$ cat src/bokl_pkg.sv
package bokl_pkg;

    localparam int MAX_ENTRIES = 16;

    localparam int KEY_W    = 24;
    localparam int HANDLE_W = 16;
    localparam int POS_W    = 4;
    localparam int CAP_W    = 5;
    localparam int OP_W     = 2;

    localparam int IDX_W = (MAX_ENTRIES > 1) ? $clog2(MAX_ENTRIES) : 1;
    localparam int CNT_W = $clog2(MAX_ENTRIES + 1);
    localparam int LIM_W = (CAP_W > CNT_W) ? CAP_W : CNT_W;
    localparam int PI_W  = (POS_W > IDX_W) ? POS_W : IDX_W;
    localparam int PC_W  = (POS_W > CNT_W) ? POS_W : CNT_W;

    typedef enum logic [OP_W-1:0] {
        OP_APPEND = 2'd0,
        OP_REMOVE = 2'd1,
        OP_READ   = 2'd2,
        OP_FIND   = 2'd3
    } op_t;

    typedef struct packed {
        logic [KEY_W-1:0]    key;
        logic [HANDLE_W-1:0] handle;
    } entry_t;

    // broadcast to every cell for the item being accepted
    typedef struct packed {
        logic [CNT_W-1:0]    count;
        logic [KEY_W-1:0]    key;
        logic [HANDLE_W-1:0] handle;
        logic [IDX_W-1:0]    pos_idx;
        logic                read_go;
        logic                find;
        logic                append_go;
    } cmd_t;

    // rippled left to right through the row
    typedef struct packed {
        logic   hit;
        entry_t data;
    } chain_t;

    function automatic logic [IDX_W-1:0] pos_to_idx(input logic [POS_W-1:0] p);
        logic [PI_W-1:0] w;
        w = PI_W'(p);
        return w[IDX_W-1:0];
    endfunction

endpackage

$ cat src/bounded_ordered_keyed_list.sv
// the result of an accepted item is registered and appears on the output in the next cycle
// throughput: one item per cycle while in_stall is low; the key compare and the first-match
//   ripple through the row of cells settle within that cycle
// an item is taken while the previous result waits, unless that result is stalled
// reset: entry count, capacity and output valid clear; cell contents stay
//   undefined until written
module bounded_ordered_keyed_list (
    input  logic                            clk,
    input  logic                            rst_n,
    input  logic                            cfg_write,
    input  logic [bokl_pkg::CAP_W-1:0]      cfg_data,
    input  logic                            in_valid,
    output logic                            in_stall,
    input  logic [bokl_pkg::OP_W-1:0]       op,
    input  logic [bokl_pkg::KEY_W-1:0]      entry_key,
    input  logic [bokl_pkg::HANDLE_W-1:0]   record_handle,
    input  logic [bokl_pkg::POS_W-1:0]      position,
    output logic                            out_valid,
    input  logic                            out_stall,
    output logic                            status,
    output logic [bokl_pkg::KEY_W-1:0]      found_key,
    output logic [bokl_pkg::HANDLE_W-1:0]   found_handle,
    output logic [bokl_pkg::CNT_W-1:0]      count
);

    localparam int N = bokl_pkg::MAX_ENTRIES;

    logic [bokl_pkg::CAP_W-1:0]    capacity_reg;
    logic [bokl_pkg::CNT_W-1:0]    count_reg;
    logic [bokl_pkg::CNT_W-1:0]    count_next;
    logic                          out_valid_reg;
    logic                          out_valid_next;
    logic                          status_reg;
    logic                          status_next;
    bokl_pkg::entry_t              found_reg;
    bokl_pkg::entry_t              found_next;

    logic                          accept;
    bokl_pkg::op_t                 op_code;
    logic [bokl_pkg::LIM_W-1:0]    limit;
    logic                          append_ok;
    logic                          read_ok;
    logic                          any_hit;
    logic                          remove_go;
    bokl_pkg::cmd_t                cmd;
    bokl_pkg::chain_t              chain [N+1];
    bokl_pkg::entry_t              entries [N+1];

    assign in_stall = out_valid_reg && out_stall;
    assign accept   = in_valid && !in_stall;
    assign op_code  = bokl_pkg::op_t'(op);

    always_comb
    begin
        if (bokl_pkg::LIM_W'(capacity_reg) < bokl_pkg::LIM_W'(N))
        begin
            limit = bokl_pkg::LIM_W'(capacity_reg);
        end
        else
        begin
            limit = bokl_pkg::LIM_W'(N);
        end
        append_ok = bokl_pkg::LIM_W'(count_reg) < limit;
        read_ok   = bokl_pkg::PC_W'(position) < bokl_pkg::PC_W'(count_reg);

        cmd.count     = count_reg;
        cmd.key       = entry_key;
        cmd.handle    = record_handle;
        cmd.pos_idx   = bokl_pkg::pos_to_idx(position);
        cmd.read_go   = (op_code == bokl_pkg::OP_READ) && read_ok;
        cmd.find      = (op_code == bokl_pkg::OP_FIND);
        cmd.append_go = accept && (op_code == bokl_pkg::OP_APPEND) && append_ok;
    end

    assign chain[0]   = '0;
    assign entries[N] = '0;
    assign any_hit    = chain[N].hit;
    assign remove_go  = accept && (op_code == bokl_pkg::OP_REMOVE) && any_hit;

    for (genvar i = 0; i < N; i++)
    begin : g_cell
        bokl_cell u_cell (
            .clk         (clk),
            .idx         (bokl_pkg::IDX_W'(i)),
            .cmd         (cmd),
            .remove_go   (remove_go),
            .chain_in    (chain[i]),
            .chain_out   (chain[i+1]),
            .right_entry (entries[i+1]),
            .entry       (entries[i])
        );
    end

    always_comb
    begin
        count_next  = count_reg;
        status_next = 1'b1;
        found_next  = '0;
        case (op_code)
            bokl_pkg::OP_APPEND:
            begin
                status_next = !append_ok;
                if (append_ok)
                begin
                    count_next = count_reg + 1'b1;
                end
            end
            bokl_pkg::OP_REMOVE:
            begin
                status_next = !any_hit;
                if (any_hit)
                begin
                    count_next = count_reg - 1'b1;
                end
            end
            bokl_pkg::OP_READ:
            begin
                status_next = !read_ok;
                if (read_ok)
                begin
                    found_next = chain[N].data;
                end
            end
            bokl_pkg::OP_FIND:
            begin
                status_next = !any_hit;
                if (any_hit)
                begin
                    found_next = chain[N].data;
                end
            end
            default:
            begin
                status_next = 1'b1;
            end
        endcase

        out_valid_next = out_valid_reg && out_stall;
        if (accept)
        begin
            out_valid_next = 1'b1;
        end
    end

    always_ff @(posedge clk or negedge rst_n)
    begin
        if (!rst_n)
        begin
            capacity_reg  <= '0;
            count_reg     <= '0;
            out_valid_reg <= 1'b0;
        end
        else
        begin
            if (cfg_write)
            begin
                capacity_reg <= cfg_data;
            end
            if (accept)
            begin
                count_reg <= count_next;
            end
            out_valid_reg <= out_valid_next;
        end
    end

    always_ff @(posedge clk)
    begin
        if (accept)
        begin
            status_reg <= status_next;
            found_reg  <= found_next;
        end
    end

    assign out_valid    = out_valid_reg;
    assign status       = status_reg;
    assign found_key    = found_reg.key;
    assign found_handle = found_reg.handle;
    assign count        = count_reg;

    a_count_bound: assert property (@(posedge clk) disable iff (!rst_n)
        count_reg <= bokl_pkg::CNT_W'(N))
        else $error("entry count beyond table depth");

    a_append_grows: assert property (@(posedge clk) disable iff (!rst_n)
        accept && (op_code == bokl_pkg::OP_APPEND) && append_ok
        |=> count_reg == $past(count_reg) + 1'b1)
        else $error("successful append did not grow the count");

    a_find_key: assert property (@(posedge clk) disable iff (!rst_n)
        accept && (op_code == bokl_pkg::OP_FIND)
        |=> status_reg || (found_reg.key == $past(entry_key)))
        else $error("find returned an entry with a different key");

endmodule

$ cat src/bokl_cell.sv
module bokl_cell (
    input  logic                 clk,
    input  logic [bokl_pkg::IDX_W-1:0] idx,
    input  bokl_pkg::cmd_t       cmd,
    input  logic                 remove_go,
    input  bokl_pkg::chain_t     chain_in,
    output bokl_pkg::chain_t     chain_out,
    input  bokl_pkg::entry_t     right_entry,
    output bokl_pkg::entry_t     entry
);

    bokl_pkg::entry_t entry_reg;
    bokl_pkg::entry_t entry_next;
    logic             in_range;
    logic             match;
    logic             sel;

    always_comb
    begin
        in_range = bokl_pkg::CNT_W'(idx) < cmd.count;
        match    = in_range && (entry_reg.key == cmd.key);
        sel      = (cmd.read_go && (idx == cmd.pos_idx))
                || (cmd.find && match && !chain_in.hit);

        chain_out.hit  = chain_in.hit | match;
        chain_out.data = sel ? entry_reg : chain_in.data;

        entry_next = entry_reg;
        // at or past the first match: close up from the right
        if (remove_go && chain_out.hit)
        begin
            entry_next = right_entry;
        end
        else if (cmd.append_go && (bokl_pkg::CNT_W'(idx) == cmd.count))
        begin
            entry_next.key    = cmd.key;
            entry_next.handle = cmd.handle;
        end
    end

    always_ff @(posedge clk)
    begin
        entry_reg <= entry_next;
    end

    assign entry = entry_reg;

endmodule

$ cat config.mk
export PLATFORM = sky130hd
export DESIGN_NAME = bounded_ordered_keyed_list
export DESIGN_NICKNAME = d
export VERILOG_FILES = /design/src/bokl_pkg.sv /design/src/bounded_ordered_keyed_list.sv /design/src/bokl_cell.sv
export SDC_FILE = /design/constraint.sdc
export NUM_CORES = 2
export LEC_CHECK = 0
export BUFFER_PORTS_ARGS = -buffer_cell sky130_fd_sc_hd__buf_2
export CORE_MARGIN = 2
export CORE_UTILIZATION = 61
export CTS_BUF_LIST = sky130_fd_sc_hd__clkbuf_2
export DETAILED_ROUTE_END_ITERATION = 7
export PLACE_DENSITY = 0.85
export REMOVE_ABC_BUFFERS = 1
export SYNTH_ARGS = -nofsm -noshare
export SYNTH_HDL_FRONTEND = slang
export SYNTH_SLANG_ARGS = --single-unit
$ cat constraint.sdc
create_clock -name clk -period 11.95 [get_ports clk]
set_input_delay 1.195 -clock clk [delete_from_list [all_inputs] [get_ports clk]]
set_output_delay 1.195 -clock clk [all_outputs]
set_load 0.01 [all_outputs]
==> metrics <==
Final WS setup 4.99 ns; nets@finish ~3.3k; Setup CP Type reg -> reg; CTS root buf clkbuf_2; post-DP HPWL ~100000 µm; Die X-Extent 257 µm; register area share after synthesis 52.0%; fin. max-slew vios 0; setup TNS 0 ns; Critical Path AT 7.92 ns; total track usage a little under half; cts repair resizes 0; RSZ-0062 raised after global routing false; antenna violations before repair 5; FMAX 0.144 GHz; CTS tree done; Least-Margin Pin Slew 1.41 ns; dominant synthesized flop cell edfxtp_1; Synth cell types 72; most frequent cells in the layout edfxtp_1, mux2_2, clkbuf_2, xnor2_1, nand2_1; vias in the first global route 30.1k; clk_skew 0.150 ns; Design Power 5.44 mW; core area 63200 µm²; DR vias just over 30k; fill count 4670; setup repair bufs after CTS 0; fin crit period just under 7 ns; Hold WC Path Type in -> reg; Setup crit end g_cell[9].u_cell.entry[35]$_DFFE_PP_; status finished, violations left; number of synthesized flops with an enable pin roughly 640; die height 257 µm; max cap viols 0; Worst Path Max Fanout 48; Num CTS Buffers 178; maximum VDD drop 0.000110 V; die area 66100 µm²; failing checks design-rule violations; drt first pass iters 8; syn_area_per_cell between 10 and 15 µm²; gp weighted congestion between 1 and 1.5; I/O Buffers 103; crit path from g_cell[11].u_cell.entry[31]$_DFFE_PP_; Starting Density 61.8%; Yosys reg bits roughly 690; commonest non-fill, non-tap cell in the layout edfxtp_1; launch point of the worst reg-to-reg path g_cell[11].u_cell.entry[31]$_DFFE_PP_; num rows between 90 and 100; Clock transition at path regs about 0.1 ns; buffer depth of the longest clock path 3; IO Count 104; first-pass GRT wire length between 200000 and 250000 µm; Power Density 129 nW/µm²; Pleak between 10 and 15 nW; DR DRC count 3; Netlist Area Pre-Place 39100 µm²; Clk Latency, worst-skew pair 1.46 ns; period utilization 58.3%; Post-CTS Hold Buffers 8; worst slack, placed around 4.4 ns; final setup vio count 0; FF-to-FF End g_cell[9].u_cell.entry[35]$_DFFE_PP_; share of flip-flops with an asynchronous set or reset 1.59%; Hold Slack 0.108 ns; vias per cell roughly 7.4; clock sinks approximately 690; Reg2Reg Setup Slack 4.99 ns; pin count of the biggest net entering global routing 49; drt initial violations 5206; drt wl/cell 38.1 µm; worst endpoint required time 12.91 ns; htree depth 4; post-synthesis instance total 3117; layout cells sized above 1 33.8%; Worst Setup End Kind flip-flop; worst r2r path cells 13; final wirelength 159000 µm; Fin. Hold Viols 0; max_slew headroom 3.72%; Largest register FFs 640; Synth warnings 0; Congestion Overflow GR 0; Antenna Nets Post-Route 0; Critical Path Start Type flip-flop; Core Util, Final about two thirds; Area Growth Syn to Fin 7.42%
[cell families after synthesis]
group | synth area share (%)
buffers and inverters | 3.68
muxes | 18.5
DFF | 52.0
AOI/OAI and AO/OA | 8.45
adders and majority gates | 0.384
xor gates and xnor gates | 8.76
and+or+nand+nor | 8.23
[synth_stat cells (all sizes together), types with 6 or more instances]
cell	instances	area [µm²]
edfxtp	641	19200
mux2	605	6810
xnor2	245	2150
nand2	165	652
buf	157	900
xor2	146	1280
nor2	141	534
clkbuf	129	484
nand3	123	616
a22oi	110	826
nand4	83	519
a21oi	51	255
nor4	50	325
a222oi	43	430
mux2i	41	410
dfxtp	40	801
o22ai	40	250
a2111oi	39	342
a221o	39	390
a221oi	39	342
o21ai	30	161
nor3	20	110
inv	15	56.3
ha	12	150
dfrtp	11	275
nand2b	11	68.8
nor2b	8	50.1
and2	7	43.8
or2	7	43.8
or3	7	43.8
a211oi	6	57.6
o31ai	6	45.0
[final cells by class]
type	instances	area, µm²	share of cell area (%)
inverter	15	56.3	0.134
antenna	7	17.5	0.0417
tap	846	1060	2.52
sequential	692	20300	48.4
clock buffer	272	1360	3.24
multi-input combinational	2124	17700	42.2
clock inverter	47	300	0.715
timing repair buffer	183	1130	2.70
[critical path: stages (launching register included)]
cell and delay [ns]:
edfxtp_1 0.46, xnor2_1 0.98, nand4_1 0.26, nor4_1 0.70, nand4_1 0.37, nor2b_1 0.28
nand4b_1 0.26, nor3_2 0.14, a211oi_4 0.22, buf_4 0.27, buf_4 0.78, nand2_4 0.70
o21ai_4 0.46, buf_4 0.54
[how the worst min path moves through the flow]
stage | start | slack, ns | cells after the start | to
2_1_floorplan | g_cell[15].u_cell.entry[11]$_SDFFE_PP0P_ | 0.48 | 2 | g_cell[15].u_cell.entry[11]$_SDFFE_PP0P_
3_3_place_gp | capacity_reg[2]$_DFFE_PN0P_ | 0.50 | 1 | capacity_reg[2]$_DFFE_PN0P_
3_5_place_dp | capacity_reg[2]$_DFFE_PN0P_ | 0.51 | 1 | capacity_reg[2]$_DFFE_PN0P_
4_1_cts | out_stall | 0.02 | 3 | out_valid$_DFF_PN0_
5_1_grt | out_stall | 0.07 | 3 | out_valid$_DFF_PN0_
6_report | out_stall | 0.11 | 3 | out_valid$_DFF_PN0_
[stage by stage]
step           std cells  cell area [µm²]
2_1_floorplan       2831            37700
3_3_place_gp        3851            40200
3_5_place_dp        3851            40200
4_1_cts             4178            42000
5_1_grt             4184            42000
6_report            4186            42000
[power breakdown]
part | switching [mW] | internal (mW) | leakage [nW]
sequential | 0.125 | 2.75 | 6.26
combinational | 0.560 | 0.287 | 7.30
clock | 1.06 | 0.644 | 1.26
[metal layers]
layer	up-vias	share of wire (%)	track usage, %
met2	3037	43	69.9
li1	12200	-	-
met4	4	8.4	33.6
met3	741	15	17.0
met1	15100	33	57.5
met5	-	0.014	0
(Power assumes the default switching activity.)
